--- config.mk ---
export PLATFORM = sky130hd
export DESIGN_NAME = multi_pattern_match_timeout_flat
export DESIGN_NICKNAME = d
export VERILOG_FILES = /design/src/hdl/mpmt_pkg.sv /design/src/hdl/mpmt_if.sv /design/src/hdl/mpmt_regs.sv /design/src/hdl/multi_pattern_match_timeout.sv /design/src/flat_wrapper.sv
export SDC_FILE = /design/constraint.sdc
export NUM_CORES = 1
export LEC_CHECK = 0
export ABC_CLOCK_PERIOD_IN_PS = 10000
export BUFFER_PORTS_ARGS = -buffer_cell sky130_fd_sc_hd__buf_2
export CAP_MARGIN = 15
export CORE_MARGIN = 4
export CORE_UTILIZATION = 50
export CTS_BUF_LIST = sky130_fd_sc_hd__clkbuf_2
export DETAILED_ROUTE_END_ITERATION = 10
export GPL_ROUTABILITY_DRIVEN = 0
export PLACE_DENSITY = 0.69
export SETUP_SLACK_MARGIN = 0.1
export SYNTH_ARGS = -nofsm -noshare
export SYNTH_HDL_FRONTEND = slang
export SYNTH_SLANG_ARGS = --single-unit
export TNS_END_PERCENT = 20
--- constraint.sdc ---
create_clock -name i_clk -period 10 [get_ports i_clk]
set_clock_uncertainty 0.15 [all_clocks]
set_input_delay 0.5 -clock i_clk [delete_from_list [all_inputs] [get_ports i_clk]]
set_output_delay 0.5 -clock i_clk [all_outputs]
set_load 0.05 [all_outputs]
--- src/hdl/mpmt_pkg.sv ---
// ----------------------------------------------------------------------------
// mpmt_pkg
// Shared types and constants of the multi-pattern stream matcher.
// ----------------------------------------------------------------------------
package mpmt_pkg;

    localparam int NUM_PAT         = 3;
    localparam int MAX_PATTERN_LEN = 8;
    localparam int CAPTURE_DEPTH   = 1024;

    localparam int PAT_IDX_W = 2;
    localparam int PLEN_W    = 4;
    localparam int POS_W     = 10;
    localparam int CAP_W     = 11;
    localparam int TICK_W    = 32;
    localparam int CHARS_W   = 64;
    localparam int LENS_W    = 12;
    localparam int LIMIT_W   = 10;

    localparam int PDATA_W = 64;
    localparam int PADDR_W = 6;

    typedef enum logic [1:0] {
        OP_START = 2'd0,
        OP_BYTE  = 2'd1,
        OP_TICK  = 2'd2
    } t_opcode;

    typedef enum logic [2:0] {
        ST_IDLE     = 3'd0,
        ST_RECV     = 3'd1,
        ST_FIRST    = 3'd2,
        ST_ALL      = 3'd3,
        ST_TIMEOUT  = 3'd4,
        ST_OVERFLOW = 3'd5
    } t_status;

    typedef enum logic [2:0] {
        REG_PAT_A     = 3'd0,
        REG_PAT_B     = 3'd1,
        REG_PAT_C     = 3'd2,
        REG_LENGTHS   = 3'd3,
        REG_COUNT     = 3'd4,
        REG_MODE      = 3'd5,
        REG_TIMEOUT   = 3'd6,
        REG_CAP_LIMIT = 3'd7
    } t_reg_idx;

    typedef struct packed {
        logic [NUM_PAT-1:0][CHARS_W-1:0] chars;
        logic [LENS_W-1:0]               lengths;
        logic [1:0]                      count;
        logic                            mode;
        logic [TICK_W-1:0]               timeout;
        logic [LIMIT_W-1:0]              limit;
    } t_cfg;

endpackage

--- src/hdl/mpmt_if.sv ---
// ----------------------------------------------------------------------------
// mpmt stream interfaces
// Valid/ready channels for input words and result words.
// ----------------------------------------------------------------------------
interface mpmt_in_if;
    import mpmt_pkg::*;

    logic       valid;
    logic       ready;
    logic [1:0] opcode;
    logic [7:0] data_byte;

    modport source (output valid, output opcode, output data_byte, input ready);
    modport sink   (input valid, input opcode, input data_byte, output ready);
endinterface

interface mpmt_out_if;
    import mpmt_pkg::*;

    logic             valid;
    logic             ready;
    logic [2:0]       status;
    logic [POS_W-1:0] byte_position;
    logic [1:0]       matched_pattern;
    logic [POS_W-1:0] match_start;

    modport source (output valid, output status, output byte_position,
                    output matched_pattern, output match_start, input ready);
    modport sink   (input valid, input status, input byte_position,
                    input matched_pattern, input match_start, output ready);
endinterface

--- src/hdl/mpmt_regs.sv ---
// ----------------------------------------------------------------------------
// mpmt_regs
// APB register file holding the pattern, length, count, mode, timeout and limit settings.
// ----------------------------------------------------------------------------
module mpmt_regs
    import mpmt_pkg::*;
(
    input  logic               i_clk,
    input  logic               i_rst_n,
    input  logic               psel,
    input  logic               penable,
    input  logic               pwrite,
    input  logic [PADDR_W-1:0] paddr,
    input  logic [PDATA_W-1:0] pwdata,
    output logic [PDATA_W-1:0] prdata,
    output logic               pready,
    output t_cfg               o_cfg
);

    t_cfg     r_cfg;
    t_cfg     n_cfg;
    t_reg_idx w_idx;
    logic     w_wr;

    assign pready = 1'b1;
    assign w_idx  = t_reg_idx'(paddr[PADDR_W-1:3]);
    assign w_wr   = psel && penable && pwrite;
    assign o_cfg  = r_cfg;

    always_comb begin
        n_cfg = r_cfg;
        if (w_wr) begin
            unique case (w_idx)
                REG_PAT_A:     n_cfg.chars[0] = pwdata;
                REG_PAT_B:     n_cfg.chars[1] = pwdata;
                REG_PAT_C:     n_cfg.chars[2] = pwdata;
                REG_LENGTHS:   n_cfg.lengths  = pwdata[LENS_W-1:0];
                REG_COUNT:     n_cfg.count    = pwdata[1:0];
                REG_MODE:      n_cfg.mode     = pwdata[0];
                REG_TIMEOUT:   n_cfg.timeout  = pwdata[TICK_W-1:0];
                REG_CAP_LIMIT: n_cfg.limit    = pwdata[LIMIT_W-1:0];
                default:       n_cfg = r_cfg;
            endcase
        end
    end

    always_comb begin
        prdata = '0;
        unique case (w_idx)
            REG_PAT_A:     prdata = r_cfg.chars[0];
            REG_PAT_B:     prdata = r_cfg.chars[1];
            REG_PAT_C:     prdata = r_cfg.chars[2];
            REG_LENGTHS:   prdata = PDATA_W'(r_cfg.lengths);
            REG_COUNT:     prdata = PDATA_W'(r_cfg.count);
            REG_MODE:      prdata = PDATA_W'(r_cfg.mode);
            REG_TIMEOUT:   prdata = PDATA_W'(r_cfg.timeout);
            REG_CAP_LIMIT: prdata = PDATA_W'(r_cfg.limit);
            default:       prdata = '0;
        endcase
    end

    always_ff @(posedge i_clk) begin
        if (!i_rst_n) begin
            r_cfg.chars   <= '0;
            r_cfg.lengths <= LENS_W'(12'h111);
            r_cfg.count   <= 2'd1;
            r_cfg.mode    <= 1'b0;
            r_cfg.timeout <= TICK_W'(1000);
            r_cfg.limit   <= LIMIT_W'(99);
        end else begin
            r_cfg <= n_cfg;
        end
    end

endmodule

--- src/hdl/multi_pattern_match_timeout.sv ---
// ----------------------------------------------------------------------------
// multi_pattern_match_timeout
// Watches a byte stream for up to three patterns, with byte limit and timeout.
//
//   channel  | dir | handshake       | word
//   i_in     | in  | valid/ready     | opcode, data_byte
//   o_out    | out | valid/ready     | status, byte_position, matched_pattern,
//            |     |                 | match_start
//   APB      | in  | psel/penable    | 64-bit registers at 8*index
//
// One word per cycle while the result channel is not stalled; each word
// sits in the input register and leaves through the result register.
// All pattern compares run in parallel in the single stage between them.
// Synchronous active-low reset clears the run state and the valid bits of both registers.
// A stalled result holds; the input register still takes a word while the
// result waits, then holds until the result moves.
// ----------------------------------------------------------------------------
module multi_pattern_match_timeout
    import mpmt_pkg::*;
(
    input  logic               i_clk,
    input  logic               i_rst_n,
    mpmt_in_if.sink            i_in,
    mpmt_out_if.source         o_out,
    input  logic               psel,
    input  logic               penable,
    input  logic               pwrite,
    input  logic [PADDR_W-1:0] paddr,
    input  logic [PDATA_W-1:0] pwdata,
    output logic [PDATA_W-1:0] prdata,
    output logic               pready
);

    t_cfg w_cfg;

    mpmt_regs u_regs (
        .i_clk   (i_clk),
        .i_rst_n (i_rst_n),
        .psel    (psel),
        .penable (penable),
        .pwrite  (pwrite),
        .paddr   (paddr),
        .pwdata  (pwdata),
        .prdata  (prdata),
        .pready  (pready),
        .o_cfg   (w_cfg)
    );

    // input register
    logic       r_in_valid;
    t_opcode    r_op;
    logic [7:0] r_byte;

    // run state
    logic                             r_run,    n_run;
    logic [NUM_PAT-1:0][PLEN_W-1:0]   r_ppos,   n_ppos;
    logic [NUM_PAT-1:0][POS_W-1:0]    r_pstart, n_pstart;
    logic [NUM_PAT-1:0]               r_pdone,  n_pdone;
    logic [POS_W-1:0]                 r_cap,    n_cap;
    logic [TICK_W-1:0]                r_tick,   n_tick;

    // result register
    logic             r_out_valid;
    t_status          r_status,  n_status;
    logic [POS_W-1:0] r_bpos,    n_bpos;
    logic [1:0]       r_mpat,    n_mpat;
    logic [POS_W-1:0] r_mstart,  n_mstart;

    logic w_adv;
    logic w_in_take;

    logic [PAT_IDX_W-1:0]           w_used;
    logic [NUM_PAT-1:0]             w_use;
    logic [NUM_PAT-1:0][PLEN_W-1:0] w_len;
    logic [NUM_PAT-1:0][7:0]        w_char;
    logic [NUM_PAT-1:0]             w_hit;
    logic [NUM_PAT-1:0]             w_comp;
    logic                           w_found;
    logic [1:0]                     w_fpat;
    logic [POS_W-1:0]               w_fstart;
    logic [CAP_W-1:0]               w_limit;
    logic                           w_ovf;
    logic                           w_all;

    assign w_adv     = r_in_valid && (!r_out_valid || o_out.ready);
    assign i_in.ready = !r_in_valid || w_adv;
    assign w_in_take = i_in.valid && i_in.ready;

    assign w_used  = (32'(w_cfg.count) > NUM_PAT) ? PAT_IDX_W'(NUM_PAT) : w_cfg.count;
    assign w_limit = (32'(w_cfg.limit) > CAPTURE_DEPTH) ? CAP_W'(CAPTURE_DEPTH)
                                                        : CAP_W'(w_cfg.limit);
    assign w_ovf   = (CAP_W'(r_cap) + CAP_W'(1)) > w_limit;

    // per-pattern compare
    always_comb begin
        for (int i = 0; i < NUM_PAT; i++) begin
            w_use[i]  = (32'(w_used) > i);
            w_len[i]  = (32'(w_cfg.lengths[PLEN_W*i +: PLEN_W]) > MAX_PATTERN_LEN)
                        ? PLEN_W'(MAX_PATTERN_LEN) : w_cfg.lengths[PLEN_W*i +: PLEN_W];
            w_char[i] = w_cfg.chars[i][8*r_ppos[i][2:0] +: 8];
            w_hit[i]  = w_use[i] && !r_pdone[i] && (w_len[i] != '0) &&
                        (r_ppos[i] < w_len[i]) && (w_char[i] == r_byte);
            w_comp[i] = w_hit[i] && ((r_ppos[i] + PLEN_W'(1)) == w_len[i]);
        end
    end

    // lowest completing pattern wins
    always_comb begin
        w_found  = 1'b0;
        w_fpat   = '0;
        w_fstart = '0;
        for (int i = NUM_PAT - 1; i >= 0; i--) begin
            if (w_comp[i]) begin
                w_found  = 1'b1;
                w_fpat   = 2'(i);
                w_fstart = (r_ppos[i] == '0) ? r_cap : r_pstart[i];
            end
        end
    end

    always_comb begin
        n_run    = r_run;
        n_ppos   = r_ppos;
        n_pstart = r_pstart;
        n_pdone  = r_pdone;
        n_cap    = r_cap;
        n_tick   = r_tick;
        n_status = ST_IDLE;
        n_bpos   = '0;
        n_mpat   = '0;
        n_mstart = '0;
        w_all    = 1'b1;

        for (int i = 0; i < NUM_PAT; i++) begin
            if (w_hit[i]) begin
                w_all = w_all && (!w_use[i] || w_comp[i] || r_pdone[i]);
            end else begin
                w_all = w_all && (!w_use[i] || r_pdone[i]);
            end
        end

        unique case (r_op)
            OP_START: begin
                n_run    = 1'b1;
                n_ppos   = '0;
                n_pstart = '0;
                n_pdone  = '0;
                n_cap    = '0;
                n_tick   = '0;
                n_status = ST_RECV;
            end
            OP_TICK: begin
                if (r_run) begin
                    if ((33'(r_tick) + 33'd1) >= 33'(w_cfg.timeout)) begin
                        n_tick   = w_cfg.timeout;
                        n_run    = 1'b0;
                        n_status = ST_TIMEOUT;
                    end else begin
                        n_tick   = r_tick + TICK_W'(1);
                        n_status = ST_RECV;
                    end
                end
            end
            OP_BYTE: begin
                if (r_run) begin
                    n_bpos = r_cap;
                    if (w_ovf) begin
                        n_run    = 1'b0;
                        n_status = ST_OVERFLOW;
                    end else begin
                        n_cap = r_cap + POS_W'(1);
                        for (int i = 0; i < NUM_PAT; i++) begin
                            if (w_use[i] && !r_pdone[i]) begin
                                if (w_hit[i]) begin
                                    if (r_ppos[i] == '0) begin
                                        n_pstart[i] = r_cap;
                                    end
                                    n_ppos[i]  = r_ppos[i] + PLEN_W'(1);
                                    n_pdone[i] = w_comp[i];
                                end else begin
                                    n_ppos[i]   = '0;
                                    n_pstart[i] = '0;
                                end
                            end
                        end
                        n_mpat   = w_fpat;
                        n_mstart = w_fstart;
                        if (!w_cfg.mode && w_found) begin
                            n_run    = 1'b0;
                            n_status = ST_FIRST;
                        end else if (w_all) begin
                            n_run    = 1'b0;
                            n_status = ST_ALL;
                        end else begin
                            n_status = ST_RECV;
                        end
                    end
                end
            end
            default: begin
                n_status = r_run ? ST_RECV : ST_IDLE;
            end
        endcase
    end

    always_ff @(posedge i_clk) begin
        if (!i_rst_n) begin
            r_in_valid  <= 1'b0;
            r_out_valid <= 1'b0;
            r_run       <= 1'b0;
            r_ppos      <= '0;
            r_pstart    <= '0;
            r_pdone     <= '0;
            r_cap       <= '0;
            r_tick      <= '0;
        end else begin
            if (w_in_take) begin
                r_in_valid <= 1'b1;
            end else if (w_adv) begin
                r_in_valid <= 1'b0;
            end
            if (w_adv) begin
                r_out_valid <= 1'b1;
                r_run       <= n_run;
                r_ppos      <= n_ppos;
                r_pstart    <= n_pstart;
                r_pdone     <= n_pdone;
                r_cap       <= n_cap;
                r_tick      <= n_tick;
            end else if (o_out.ready) begin
                r_out_valid <= 1'b0;
            end
        end
    end

    // payload registers
    always_ff @(posedge i_clk) begin
        if (w_in_take) begin
            r_op   <= t_opcode'(i_in.opcode);
            r_byte <= i_in.data_byte;
        end
        if (w_adv) begin
            r_status <= n_status;
            r_bpos   <= n_bpos;
            r_mpat   <= n_mpat;
            r_mstart <= n_mstart;
        end
    end

    assign o_out.valid           = r_out_valid;
    assign o_out.status          = r_status;
    assign o_out.byte_position   = r_bpos;
    assign o_out.matched_pattern = r_mpat;
    assign o_out.match_start     = r_mstart;

endmodule

--- src/flat_wrapper.sv ---
// flat-port wrapper written by rule: the top's interface ports become plain ports
module multi_pattern_match_timeout_flat import mpmt_pkg::*;
  (i_clk, i_rst_n, psel, penable, pwrite, paddr, pwdata, prdata, pready, i_in_valid, i_in_opcode, i_in_data_byte, i_in_ready, o_out_valid, o_out_status, o_out_byte_position, o_out_matched_pattern, o_out_match_start, o_out_ready);
  mpmt_in_if i_in_i ();
  mpmt_out_if o_out_i ();
  input  logic i_clk;
  input  logic i_rst_n;
  input  logic psel;
  input  logic penable;
  input  logic pwrite;
  input  logic [PADDR_W-1:0] paddr;
  input  logic [PDATA_W-1:0] pwdata;
  output logic [PDATA_W-1:0] prdata;
  output logic pready;
  input wire logic [$bits(i_in_i.valid)-1:0] i_in_valid;
  input wire logic [$bits(i_in_i.opcode)-1:0] i_in_opcode;
  input wire logic [$bits(i_in_i.data_byte)-1:0] i_in_data_byte;
  output wire logic [$bits(i_in_i.ready)-1:0] i_in_ready;
  output wire logic [$bits(o_out_i.valid)-1:0] o_out_valid;
  output wire logic [$bits(o_out_i.status)-1:0] o_out_status;
  output wire logic [$bits(o_out_i.byte_position)-1:0] o_out_byte_position;
  output wire logic [$bits(o_out_i.matched_pattern)-1:0] o_out_matched_pattern;
  output wire logic [$bits(o_out_i.match_start)-1:0] o_out_match_start;
  input wire logic [$bits(o_out_i.ready)-1:0] o_out_ready;
  assign i_in_i.valid = i_in_valid;
  assign i_in_i.opcode = i_in_opcode;
  assign i_in_i.data_byte = i_in_data_byte;
  assign i_in_ready = i_in_i.ready;
  assign o_out_valid = o_out_i.valid;
  assign o_out_status = o_out_i.status;
  assign o_out_byte_position = o_out_i.byte_position;
  assign o_out_matched_pattern = o_out_i.matched_pattern;
  assign o_out_match_start = o_out_i.match_start;
  assign o_out_i.ready = o_out_ready;
  multi_pattern_match_timeout u_core (.i_clk(i_clk), .i_rst_n(i_rst_n), .i_in(i_in_i), .o_out(o_out_i), .psel(psel), .penable(penable), .pwrite(pwrite), .paddr(paddr), .pwdata(pwdata), .prdata(prdata), .pready(pready));
endmodule
==> metrics.cfg <==
[cells_and_area]
area.sequential_um2=7840
multi_input_area_um2=11800
final_nets=3001
layout_commonest_cell=nand2_1
drive_gt1_frac=0.147
final_cell_mix=598 x nand2_1, 405 x a21oi_1, 339 x dfxtp_1, 186 x nor2_1, 173 x buf_2
syn_to_final_growth_pct=14.3
fillers=3822

[timing]
fmax_mhz=198
finalSetupViolCount=0
final_max_slew_viol_count=0
hold-worst-slack_ps=102
worst_slew_pin_slew_ps=1170
setup_tns_ps=0
fin_crit_sh=0.505
period_minus_slack_ps=5050
rsz0062_at_grt=false
relSlewSlack=0.219
hold_viol=0

[yosys]
synthFlopType=dfxtp_1
avgSynthCellArea_um2=7.85
ys_async_sr_fraction=0
syn-num-nets=2790
yosysWarnings=0
seq_area_frac_synth=0.379
netlist_area_um2=20700
netlist_instances=2637
synth_edf_count=35
synth_cell_types=76
synth-seq-cells=374

[cts]
numCtsBuffers=98
clk_latency_ps=1080
ctsHoldBuffers=98
cts_setup_buffers=0
cts_max_level=3
clockBufferDepth=3
clock-root-buffer=clkbuf_2
cts.repair.resized=0
cts_tree=yes
path_clk_slew_ps=110
cts_sinks=374

[pwr]
p_per_area_nw_per_um2=125
peakVddDrop_v=0.0000849
p_leak_uw=0.00918
total_power_uw=2970

[outcome]
status=completed

[setup_path]
crit_family=compound AO/OA/AOI/OAI gates
worst_path_most_repeated_cell=a21oi_1
cp-start-kind=flop
cp.required_ps=10740
regToRegSetupSlack_ps=4950
critPathCaptureType=flop
cp_num_cells=16
reg2reg_from=u_core.r_tick[0]
rr_endpoint=u_core.o_out.status[0]
slowest_delay_ps=1000
path_class=flop to flop
cp_slowest_cell=o221a_2
rr_worst_depth=16
endpoint=u_core.o_out.status[0]
crit_fanout=32
cp_cell_sequence=ha_1 -> and4_1 -> nand2_1 -> or2_2 -> nor3_1 -> nand3_1 -> xnor2_1 -> ha_1 -> a21o_1 -> a21o_1 -> a21oi_1 -> o21ai_0 -> a21oi_1 -> o221a_2 -> a21oi_1 -> o211ai_1
crit_arrival_ps=5780
startpoint=u_core.r_tick[0]
crit_buf_inv=0

[route]
ant_nets=0
drt_iter0_markers=2206
drt_wl_total_mm=74.2
route.vias.total=20900
post_drt_wl_per_cell_um=21.5
routed_via_density=6.04
drc_errors=0
dr.pass1.iters=6

[global_routing]
grt_usage=0.320
antenna_found_initial=3
overflow=0
grt.busiest_layer=met2
met2_usage=0.501
grt_util_met3=0.0699
met1_usage=0.410
first_global_vias=19500
grt_start_max_net_pins=130
grt_pass1_wl_mm=112

[place]
place_hpwl_mm=51.2
io_buffers=174

[floorplanning]
die_w_um=212
rows=74
start_util=0.506
die_h_um=212
dieArea_um2=44700
coreArea_um2=40900
ioPinCount=179

[min_path]
min_path_type=input pin to flop

[flow_run]
drv_cap=0

## how the worst min path moves through the flow
| stage | start | endpoint | slack (ps) | cells past startpoint |
|---|---|---|---|---|
| after detailed placement | u_core.r_pdone[1] | u_core.r_pdone[1] | 300 | 2 |
| after floorplan | u_core.r_tick[28] | u_core.r_tick[28] | 280 | 2 |
| final | pwdata[21] | u_core.u_regs.o_cfg[31] | 100 | 4 |
| after CTS | pwdata[62] | u_core.u_regs.o_cfg[119] | 9 | 4 |
| after global routing | pwdata[21] | u_core.u_regs.o_cfg[31] | 50 | 4 |
| after global placement | u_core.r_tick[28] | u_core.r_tick[28] | 290 | 2 |
## flip-flops by register name, indices dropped and copies added, names as in the netlist
signal                        count
u_core.r_byte                     8
u_core.r_op                       2
u_core.r_pdone                    3
u_core.u_regs.o_cfg             249
u_core.o_out.status               3
u_core.o_out.byte_position       10
u_core.r_tick                    32
u_core.o_out.matched_pattern      2
u_core.o_out.match_start         10
u_core.r_pstart                  30
u_core.r_run                      1
u_core.r_cap                     10
u_core.o_out.valid                1
u_core.r_in_valid                 1
u_core.r_ppos                    12
## synth_stat cells (6+ instances only)
library cell	number	area [um2]
a22oi_1	10	75.1
nand4_1	46	288
buf_2	16	80.1
nor3_1	26	130
a21o_1	30	225
nand3_1	47	235
buf_1	19	71.3
o21ai_1	6	30.0
nor4_1	11	68.8
nor2_1	189	709
mux2i_1	150	1500
o21ai_0	82	410
o31ai_1	7	52.6
a22o_1	20	175
clkbuf_1	144	541
xnor2_1	33	289
nor2b_1	13	81.3
xor2_1	32	280
a221oi_1	8	70.1
edfxtp_1	35	1050
inv_1	87	327
nand2b_1	8	50.1
nand2_1	600	2250
a21oi_1	407	2040
and3_1	21	131
and2_1	7	43.8
o211ai_1	14	105
mux2_2	23	259
mux4_2	26	586
ha_1	66	826
o21a_1	19	143
dfxtp_1	339	6790
## worst reg2reg max path: cells and delay by family (launching register included)
| family | cells | cell delay (ps) |
|---|---|---|
| AOI/OAI and AO/OA | 8 | 2280 |
| DFF | 1 | 450 |
| xor gates and xnor gates | 1 | 210 |
| adders and majority gates | 2 | 520 |
| and+or+nand+nor | 5 | 1270 |
## layer usage
| layer | vias to the layer above | share of wire |
|---|---|---|
| met5 | - | 0.00046 |
| met4 | 4 | 0.064 |
| met3 | 247 | 0.10 |
| met2 | 1181 | 0.45 |
| met1 | 9804 | 0.39 |
| li1 | 9622 | - |
## power breakdown
| group | internal [uW] | switching [uW] |
|---|---|---|
| registers | 1530 | 18.7 |
| clock network | 483 | 665 |
| logic | 86.0 | 193 |
| total | 2090 | 876 |
## area by class of cell
type / instances / area share
Multi-Input combinational cell: 1987 / 0.500
Clock buffer: 141 / 0.0298
Tap cell: 532 / 0.0281
Timing Repair Buffer: 298 / 0.0866
Inverter: 89 / 0.0144
Sequential cell: 374 / 0.331
Antenna cell: 1 / 0.000106
Clock inverter: 31 / 0.00999
## metrics by stage
step / setup slack, ps / std cells / utilization / cell area, um2
6_report: 4950 / 3453 / 0.578 / 23700
5_1_grt: 4560 / 3453 / 0.578 / 23700
4_1_cts: 5020 / 3451 / 0.578 / 23700
3_5_place_dp: 5050 / 3181 / 0.531 / 21700
3_3_place_gp: 5030 / 3181 / 0.531 / 21700
2_1_floorplan: 5990 / 2637 / - / 20700
## logic make-up after synthesis
logic type      count (synthesis)  synth area share
other cells                     1          0.000181
flops                         374             0.379
mux                           199             0.113
compound gates                644             0.177
fa+ha+maj                      66            0.0399
buf+inv                       276            0.0527
xor+xnor                       65            0.0275
simple gates                 1012             0.211
Power figures use the tool's default switching activity.
